## src/sv/mhtq_pkg.sv

```systemverilog
// Package for the min-heap timer queue: operation and status codes, field widths.
// No dependencies.
package mhtq_pkg;

  localparam int CAPACITY_DEF = 32;
  localparam int ID_SPACE_DEF = 256;
  localparam int MaxResults   = 32;
  localparam int KIND_W   = 3;
  localparam int ID_W     = 8;
  localparam int TO_W     = 24;
  localparam int EXP_W    = 32;
  localparam int STATUS_W = 2;
  localparam int COUNT_W  = 6;
  localparam logic [TO_W-1:0] WAIT_MAX = '1;

  typedef enum logic [KIND_W-1:0] {
    KIND_ADD    = 3'd0,
    KIND_ADJUST = 3'd1,
    KIND_POP    = 3'd2,
    KIND_CLEAR  = 3'd3,
    KIND_TICK   = 3'd4
  } kind_t;

  typedef enum logic [STATUS_W-1:0] {
    ST_OK      = 2'd0,
    ST_UNKNOWN = 2'd1,
    ST_FULL    = 2'd2,
    ST_EMPTY   = 2'd3
  } status_t;

  // True when expiry a is strictly earlier than b, wrap-aware.
  function automatic logic earlier(input logic [EXP_W-1:0] a, input logic [EXP_W-1:0] b);
    logic [EXP_W-1:0] d;
    d = a - b;
    return d[EXP_W-1];
  endfunction

endpackage

```

## src/sv/mhtq_ram.sv

```systemverilog
// Generic single-port-write, single-port-read RAM with a registered read.
// No dependencies.
module mhtq_ram #(
  parameter int WIDTH = 8,
  parameter int DEPTH = 32
) (
  input  logic                     clk,
  input  logic                     we,
  input  logic [$clog2(DEPTH)-1:0] waddr,
  input  logic [WIDTH-1:0]         wdata,
  input  logic [$clog2(DEPTH)-1:0] raddr,
  output logic [WIDTH-1:0]         rdata
);
  logic [WIDTH-1:0] mem [DEPTH];

  // Write port and registered read port.
  always_ff @(posedge clk) begin
    if (we) begin
      mem[waddr] <= wdata;
    end
    rdata <= mem[raddr];
  end
endmodule

```

## src/sv/min_heap_timeout_queue_core.sv

```systemverilog
// Top level of the min-heap timer queue: sequencer, heap and slot-map memories.
// Depends on mhtq_pkg and mhtq_ram.
//
//  channel | signals                                   | direction
//  --------+-------------------------------------------+----------
//  input   | valid/stall, kind, entry_id, timeout_ms   | in
//  output  | out_valid/out_stall, out_id .. last       | out
//
// One item is processed at a time; stall is high while the sequencer is busy.
// Each sift-up level reads the parent, then compares and moves; each sift-down
// level reads the two children, then compares and moves. An add, refresh or pop
// sifts its entry up or down as needed before the result step; clear, a rejected
// item or a tick with nothing due needs no sift and goes on to the result step.
// A tick repeats the pop sequence for every timer that fires.
// Reset clears the present bits, count and time; the memories are never cleared.
// A result waiting under out_stall holds the result step, and with it the input.
module min_heap_timeout_queue_core
  import mhtq_pkg::*;
#(
  parameter int CAPACITY = CAPACITY_DEF,
  parameter int ID_SPACE = ID_SPACE_DEF
) (
  input  logic                           clk,
  input  logic                           rst,
  input  logic                           valid,
  output logic                           stall,
  input  logic [mhtq_pkg::KIND_W-1:0]    kind,
  input  logic [mhtq_pkg::ID_W-1:0]      entry_id,
  input  logic [mhtq_pkg::TO_W-1:0]      timeout_ms,
  output logic                           out_valid,
  input  logic                           out_stall,
  output logic [mhtq_pkg::ID_W-1:0]      out_id,
  output logic                           id_valid,
  output logic                           fired,
  output logic [mhtq_pkg::STATUS_W-1:0]  status,
  output logic [mhtq_pkg::TO_W-1:0]      next_wait_ms,
  output logic                           queue_empty,
  output logic [mhtq_pkg::COUNT_W-1:0]   entry_count,
  output logic                           last
);
  localparam int SW = $clog2(CAPACITY);
  localparam int LW = SW + 1;
  localparam int IW = $clog2(ID_SPACE);
  localparam int CW = $clog2(CAPACITY + 1);
  localparam int NW = $clog2(MaxResults + 1);
  localparam int HW = ID_W + EXP_W;

  typedef enum logic [13:0] {
    S_IDLE   = 14'b00000000000001,
    S_LOOK   = 14'b00000000000010,
    S_TICKCK = 14'b00000000000100,
    S_REMOVE = 14'b00000000001000,
    S_RMLAST = 14'b00000000010000,
    S_UP     = 14'b00000000100000,
    S_UPCMP  = 14'b00000001000000,
    S_DNRD   = 14'b00000010000000,
    S_DNRR   = 14'b00000100000000,
    S_DNCMP  = 14'b00001000000000,
    S_PLACE  = 14'b00010000000000,
    S_EMIT   = 14'b00100000000000,
    S_SPARE0 = 14'b01000000000000,
    S_SPARE1 = 14'b10000000000000
  } state_t;

  state_t state;
  logic [KIND_W-1:0] op;
  logic [IW-1:0] op_id;
  logic [EXP_W-1:0] op_exp;
  logic [CW-1:0] count;
  logic [EXP_W-1:0] now;
  logic [ID_SPACE-1:0] present;
  logic [NW-1:0] nres;
  logic [SW-1:0] cur;
  logic [HW-1:0] cur_e, lft_e, root_e;
  logic up_moved;
  logic [ID_W-1:0] r_id;
  logic r_valid, r_fired;
  logic [STATUS_W-1:0] r_status;

  // Heap memory (id and expiry) and slot map.
  logic          h_we;
  logic [SW-1:0] h_wa, h_ra;
  logic [HW-1:0] h_wd, h_rd;
  logic          m_we;
  logic [IW-1:0] m_wa, m_ra;
  logic [SW-1:0] m_wd, m_rd;

  mhtq_ram #(.WIDTH(HW), .DEPTH(CAPACITY)) u_heap (
    .clk(clk), .we(h_we), .waddr(h_wa), .wdata(h_wd), .raddr(h_ra), .rdata(h_rd));
  mhtq_ram #(.WIDTH(SW), .DEPTH(ID_SPACE)) u_slot (
    .clk(clk), .we(m_we), .waddr(m_wa), .wdata(m_wd), .raddr(m_ra), .rdata(m_rd));

  assign stall = (state != S_IDLE);

  // The slot map is read at the accepting edge so that it is ready in S_LOOK.
  assign m_ra = (state == S_IDLE) ? IW'(entry_id) : op_id;

  // Index arithmetic for the current hole.
  logic [LW-1:0] lidx;
  logic [SW-1:0] par;
  assign lidx = {cur, 1'b1};
  assign par  = (cur - SW'(1)) >> 1;

  // Child selection and move decisions.
  logic          pick_right, up_go, dn_go;
  logic [HW-1:0] child_e;
  logic [SW-1:0] child_i;
  assign pick_right = ((lidx + LW'(1)) < LW'(count))
                      && earlier(h_rd[EXP_W-1:0], lft_e[EXP_W-1:0]);
  assign child_e = pick_right ? h_rd : lft_e;
  assign child_i = pick_right ? SW'(lidx + LW'(1)) : lidx[SW-1:0];
  assign up_go   = earlier(cur_e[EXP_W-1:0], h_rd[EXP_W-1:0]);
  assign dn_go   = earlier(child_e[EXP_W-1:0], cur_e[EXP_W-1:0]);

  // Root state after the step: due test, wait and tick continuation.
  logic [EXP_W-1:0] root_d;
  logic             root_due, more, emit_go;
  logic [TO_W-1:0]  wait_ms;
  assign root_d   = root_e[EXP_W-1:0] - now;
  assign root_due = (count != '0) && ((root_d == '0) || root_d[EXP_W-1]);
  assign more     = (op == KIND_TICK) && r_fired && root_due
                    && (nres != NW'(MaxResults - 1));
  assign emit_go  = (state == S_EMIT) && (!out_valid || !out_stall);
  assign wait_ms  = (count == '0 || root_d[EXP_W-1]) ? '0
                  : (|root_d[EXP_W-1:TO_W]) ? WAIT_MAX : root_d[TO_W-1:0];

  // Heap memory and slot map address and write control.
  always_comb begin
    h_we = 1'b0; h_wa = cur; h_wd = cur_e; h_ra = cur;
    m_we = 1'b0; m_wa = IW'(cur_e[HW-1 -: ID_W]); m_wd = cur;
    case (state)
      S_UP:     h_ra = par;
      S_DNRD:   h_ra = lidx[SW-1:0];
      S_DNRR:   h_ra = SW'(lidx + LW'(1));
      S_REMOVE: h_ra = SW'(count - CW'(1));
      S_UPCMP: begin
        // The parent moves down into the hole.
        if (up_go) begin
          h_we = 1'b1; h_wd = h_rd;
          m_we = 1'b1; m_wa = IW'(h_rd[HW-1 -: ID_W]);
        end
      end
      S_DNCMP: begin
        // The earlier child moves up into the hole.
        if (dn_go) begin
          h_we = 1'b1; h_wd = child_e;
          m_we = 1'b1; m_wa = IW'(child_e[HW-1 -: ID_W]);
        end
      end
      S_PLACE: begin
        h_we = 1'b1;
        m_we = 1'b1;
      end
      default: ;
    endcase
  end

  // Shadow of heap slot zero, kept in step with every write to it.
  always_ff @(posedge clk) begin
    if (h_we && h_wa == '0) root_e <= h_wd;
  end

  // Sequencer.
  always_ff @(posedge clk) begin
    if (rst) begin
      state <= S_IDLE; count <= '0; now <= '0; present <= '0; nres <= '0;
    end else begin
      case (state)
        S_IDLE: begin
          if (valid && !stall) begin
            op <= kind; op_id <= IW'(entry_id); op_exp <= now + EXP_W'(timeout_ms);
            nres <= '0;
            r_id <= '0; r_valid <= 1'b0; r_fired <= 1'b0;
            r_status <= (kind == KIND_POP && count == '0) ? ST_EMPTY : ST_OK;
            case (kind)
              KIND_ADD, KIND_ADJUST: state <= S_LOOK;
              KIND_POP: state <= (count == '0) ? S_EMIT : S_REMOVE;
              KIND_CLEAR: begin
                present <= '0; count <= '0; state <= S_EMIT;
              end
              KIND_TICK: begin
                now <= now + EXP_W'(1); state <= S_TICKCK;
              end
              default: state <= S_EMIT;
            endcase
          end
        end
        S_LOOK: begin
          // Slot map data for op_id is valid in this cycle.
          if (present[op_id]) begin
            cur <= m_rd; cur_e <= {ID_W'(op_id), op_exp}; up_moved <= 1'b0;
            state <= S_UP;
          end else if (op == KIND_ADJUST) begin
            r_status <= ST_UNKNOWN; state <= S_EMIT;
          end else if (count >= CW'(CAPACITY)) begin
            r_status <= ST_FULL; state <= S_EMIT;
          end else begin
            cur <= SW'(count); cur_e <= {ID_W'(op_id), op_exp};
            present[op_id] <= 1'b1; count <= count + CW'(1);
            up_moved <= 1'b0; state <= S_UP;
          end
        end
        S_TICKCK: state <= root_due ? S_REMOVE : S_EMIT;
        S_REMOVE: begin
          // Take the root out; the last entry refills slot zero.
          r_id <= root_e[HW-1 -: ID_W]; r_valid <= 1'b1;
          r_fired <= (op == KIND_TICK); r_status <= ST_OK;
          present[IW'(root_e[HW-1 -: ID_W])] <= 1'b0;
          count <= count - CW'(1);
          state <= (count == CW'(1)) ? S_EMIT : S_RMLAST;
        end
        S_RMLAST: begin
          cur <= '0; cur_e <= h_rd; state <= S_DNRD;
        end
        S_UP: begin
          if (cur == '0) state <= up_moved ? S_PLACE : S_DNRD;
          else state <= S_UPCMP;
        end
        S_UPCMP: begin
          if (up_go) begin
            cur <= par; up_moved <= 1'b1; state <= S_UP;
          end else state <= up_moved ? S_PLACE : S_DNRD;
        end
        S_DNRD: state <= (lidx >= LW'(count)) ? S_PLACE : S_DNRR;
        S_DNRR: begin
          lft_e <= h_rd; state <= S_DNCMP;
        end
        S_DNCMP: begin
          if (dn_go) begin
            cur <= child_i; state <= S_DNRD;
          end else state <= S_PLACE;
        end
        S_PLACE: state <= S_EMIT;
        S_EMIT: begin
          // A tick keeps removing while the new root is due and the result limit is not reached.
          if (emit_go) begin
            if (more) begin
              nres <= nres + NW'(1); state <= S_REMOVE;
            end else state <= S_IDLE;
          end
        end
        default: state <= S_IDLE;
      endcase
    end
  end

  // Result register: loaded when the slot is free or being taken.
  always_ff @(posedge clk) begin
    if (rst) begin
      out_valid <= 1'b0;
    end else begin
      out_valid <= emit_go || (out_valid && out_stall);
      if (emit_go) begin
        out_id <= r_id; id_valid <= r_valid; fired <= r_fired; status <= r_status;
        next_wait_ms <= wait_ms;
        queue_empty  <= (count == '0);
        entry_count  <= COUNT_W'(count);
        last         <= !more;
      end
    end
  end

  assert property (@(posedge clk) disable iff (rst)
    count <= CW'(CAPACITY)) else $error("heap count above capacity");
  assert property (@(posedge clk) disable iff (rst)
    out_valid && out_stall |=> out_valid && $stable({out_id, id_valid, fired, status,
      next_wait_ms, queue_empty, entry_count, last}))
    else $error("result beat changed under stall");
  assert property (@(posedge clk) disable iff (rst)
    $onehot(state)) else $error("state not one-hot");
  assert property (@(posedge clk) disable iff (rst)
    out_valid && fired |-> id_valid && (status == ST_OK))
    else $error("fired beat without an id");
endmodule

```

## config.mk

```make
export PLATFORM = sky130hd
export DESIGN_NAME = min_heap_timeout_queue_core
export DESIGN_NICKNAME = d
export VERILOG_FILES = /design/src/sv/mhtq_pkg.sv /design/src/sv/mhtq_ram.sv /design/src/sv/min_heap_timeout_queue_core.sv
export SDC_FILE = /design/constraint.sdc
export NUM_CORES = 2
export LEC_CHECK = 0
export BUFFER_PORTS_ARGS = -buffer_cell sky130_fd_sc_hd__buf_2
export CAP_MARGIN = 20
export CORE_ASPECT_RATIO = 1.75
export CORE_MARGIN = 2
export CORE_UTILIZATION = 40
export DETAILED_ROUTE_END_ITERATION = 12
export REMOVE_ABC_BUFFERS = 1
export SYNTH_ARGS = -nofsm -noshare
export SYNTH_HDL_FRONTEND = slang
export SYNTH_SLANG_ARGS = --single-unit
```

## constraint.sdc

```tcl
create_clock -name clk -period 19.7 [get_ports clk]
set_input_delay 2.955 -clock clk [delete_from_list [all_inputs] [get_ports clk]]
set_output_delay 2.955 -clock clk [all_outputs]
set_load 0.005 [all_outputs]
```

==> results.py <==
metrics = {
    "cts": {
        "cts_tree": "done",
        "cts_root_buf": "clkbuf_16",
        "ctsHoldBuffers": 0,
        "clk_path_buf_depth": 4,
        "post_cts_buffers": 0,
        "cts_resized": 0,
        "clk_pin_slew_ns": 0.07,
        "cts_sinks": 3143,
        "htree_num_levels": 5,
        "numCtsBuffers": 296,
        "clk_latency_ns": 0.92,
    },
    "synth": {
        "ys_warn_count": 0,
        "ys_seq_elements": 3143,
        "synth_area_um2": 136000,
        "ys_seq_area_frac": 0.667,
        "async_flop_share": 0,
        "synth.distinct_cells": 91,
        "synth-edff-count": 2785,
        "postSynth.topFlopCell": "edfxtp_1",
        "syn_area_per_cell_um2": 11.8,
        "syn_inst": 11500,
    },
    "worst_setup_path": {
        "critPathLaunchType": "flop",
        "rr_worst_depth": 25,
        "crit_type": "reg -> reg",
        "path_max_fanout": 73,
        "cp-end-kind": "flop",
        "cp.arrival_ns": 10.72,
        "required_ns": 20.19,
        "critPathMaxStageDelay_ns": 0.94,
        "slowest_stage": "nand3_1",
    },
    "power_and_ir_drop": {
        "p_int_uw": 10900,
        "clock_power_share": 0.416,
        "power.leakage_uw": 0.0494,
        "totalPowerFinal_uw": 14200,
        "switchingPower_uw": 3350,
        "power.density_nw_per_um2": 94.1,
        "irDropWorstVdd_uv": 63.8,
        "seqPwrFrac": 0.505,
        "comb_power_share": 0.079,
        "switching_share": 0.235,
    },
    "detailed_routing": {
        "wl_um": 425000,
        "routedWlPerCell_um": 26.6,
        "drtPass1Iterations": 8,
        "vias_per_cell": 5.94,
        "drtIter0Drc": 9654,
        "drcViolationCount": 0,
        "antenna_left": 0,
        "via_count": 95000,
    },
    "place": {
        "port_buffers": 84,
        "pre_cts_slack_ns": 9.48,
        "hpwl_um": 257000,
        "place_congestion": 0.875,
    },
    "sta": {
        "hold-worst-slack_ns": 0.423,
        "finalHoldViolations": 0,
        "finalCritPeriodShare": 0.519,
        "slew_viol_final": 0,
        "fin_ws_ns": 9.47,
        "post-route-min-period_ns": 10.23,
        "rsz0062_at_grt": "no",
        "slew_headroom": 0.0437,
        "max_slew.worst_pin.slew_ns": 1.43,
        "fin_tns_setup_ns": 0,
        "max_freq_ghz": 0.0978,
        "setup_viol": 0,
        "fin_skew_ns": 0.0932,
    },
    "grt": {
        "grt_max_degree": 249,
        "grt-ovfl-total": 0,
        "antenna_found_initial": 38,
        "grt_pass1_vias": 94900,
        "grt_pass1_wl_um": 614000,
        "grt_usage": 0.238,
    },
    "run_status": {
        "status": "finished, final reports clean",
    },
    "job": {
        "cap_violations": 0,
    },
    "finish": {
        "multiInputGateArea_um2": 42100,
        "final_cell_mix": "2785 x edfxtp_1, 2530 x nand2_1, 610 x o21ai_0, 588 x a211oi_1, 534 x a21oi_1",
        "fin_nets": 11500,
        "fill_cells": 30500,
        "final_core_util": 0.446,
        "final_common_cell": "edfxtp_1",
        "seq_area_um2": 90800,
        "synthToLayoutAreaGrowth_pct": 11.1,
        "drive_gt1_frac": 0.0831,
    },
    "floorplan": {
        "coreArea_um2": 339000,
        "start_util": 0.401,
        "die_x_um": 445,
        "pin_count": 85,
        "die_y_um": 776,
        "row_count": 283,
        "dieArea_um2": 345000,
    },
    "hold_path": {
        "min_path_type": "reg -> reg",
        "whs_path_depth": 0,
    },
}
[cell usage after synthesis (all sizes together), types with 8 or more instances]
library cell / number / share of area
dfxtp: 358 / 0.053
o21a: 17 / 0.00094
edfxtp: 2785 / 0.61
a211oi: 588 / 0.032
nor2b: 37 / 0.0017
nand4: 34 / 0.0016
a311oi: 345 / 0.022
or3: 17 / 0.00079
mux2i: 26 / 0.0019
o211ai: 21 / 0.0012
and3: 239 / 0.011
nand3b: 9 / 0.00050
nor3: 47 / 0.0018
a21oi: 538 / 0.020
nand2b: 21 / 0.00097
and2: 331 / 0.015
clkbuf: 671 / 0.019
mux4: 80 / 0.013
inv: 173 / 0.0048
o31ai: 49 / 0.0027
xor2: 20 / 0.0013
nand2: 2530 / 0.070
nor2: 461 / 0.013
o21ai: 617 / 0.023
buf: 185 / 0.0062
xnor2: 75 / 0.0048
a31oi: 321 / 0.015
nor4: 16 / 0.00089
or4: 8 / 0.00047
mux2: 19 / 0.0016
ha: 165 / 0.015
a21o: 52 / 0.0029
nor3b: 18 / 0.0010
nand3: 545 / 0.020
nand4b: 11 / 0.00071
[power by group through the flow]
stage / combinational [uW] / clock, uW / sequential [uW]
final: 1120 / 5930 / 7190
after detailed placement: 1100 / 0 / 7340
after CTS: 1110 / 6000 / 7190
after floorplan: 1020 / 0 / 7330
after global routing: 1200 / 6230 / 7190
after global placement: 1070 / 0 / 7340
[cells by family (layout without fill, tap and decap cells)]
group	count (synthesis)	after routing	synth area share
AND/OR/NAND/NOR	4347	4347	0.141
flip-flops	3143	3143	0.667
buffers and inverters	1031	969	0.0295
AO/OA/AOI/OAI	2621	2621	0.125
multiplexers	125	125	0.0167
other	0	106	0
XOR/XNOR	95	95	0.00611
adder cells (fa/ha/maj)	167	167	0.0155
[cell type report]
| type | instances | share of cell area |
|---|---|---|
| diodes | 106 | 0.00175 |
| clock buffers | 370 | 0.0535 |
| clock inverters | 150 | 0.0115 |
| inverters | 175 | 0.00434 |
| multi-input cells | 7355 | 0.278 |
| flip-flops and latches | 3143 | 0.600 |
| well taps | 4417 | 0.0365 |
| repair buffers | 274 | 0.0143 |
[routing by layer]
metal,global-route usage,wire [um],up-vias
met5,0,89,-
met4,0.157,29900,12
met3,0.0324,25900,1127
met2,0.432,221000,4001
met1,0.258,148000,47600
li1,-,-,42200
[sequential cells by signal (all words and copies together) (netlist names), 6 cells and up]
signal / count
count: 6
cur_e: 40
entry_count: 6
lft_e: 40
next_wait_ms: 24
now: 32
nres: 6
op_exp: 32
op_id: 8
out_id: 8
present: 256
r_id: 8
root_e: 40
state: 12
u_heap.mem: 1280
u_heap.rdata: 40
u_slot.mem: 1280
[critical path: cells and delay by family, from the launching register on]
| family | cells | cell delay [ns] |
|---|---|---|
| AOI/OAI and AO/OA | 9 | 3.03 |
| and+or+nand+nor | 10 | 3.80 |
| adders and majority gates | 3 | 1.16 |
| xor gates and xnor gates | 1 | 0.18 |
| buffers and inverters | 2 | 1.21 |
| DFF | 1 | 0.33 |
[path summary, 6_finish.rpt]
path	end	slack, ns	from
worst max-delay path	u_slot.mem[133][0]	9.47	cur[1]
worst min-delay path	out_id[2]	0.42	r_id[2]
worst min register to register	out_id[2]	0.42	r_id[2]
worst max register to register	u_slot.mem[133][0]	9.47	cur[1]
[metrics by stage]
| stage | std cells | area (um^2) |
|---|---|---|
| 2_1_floorplan | 10700 | 133000 |
| 6_report | 16000 | 151000 |
| 5_1_grt | 16000 | 151000 |
| 3_3_place_gp | 15400 | 141000 |
| 4_1_cts | 15900 | 151000 |
| 3_5_place_dp | 15400 | 141000 |
No activity file was read; power rests on OpenSTA's default activity.
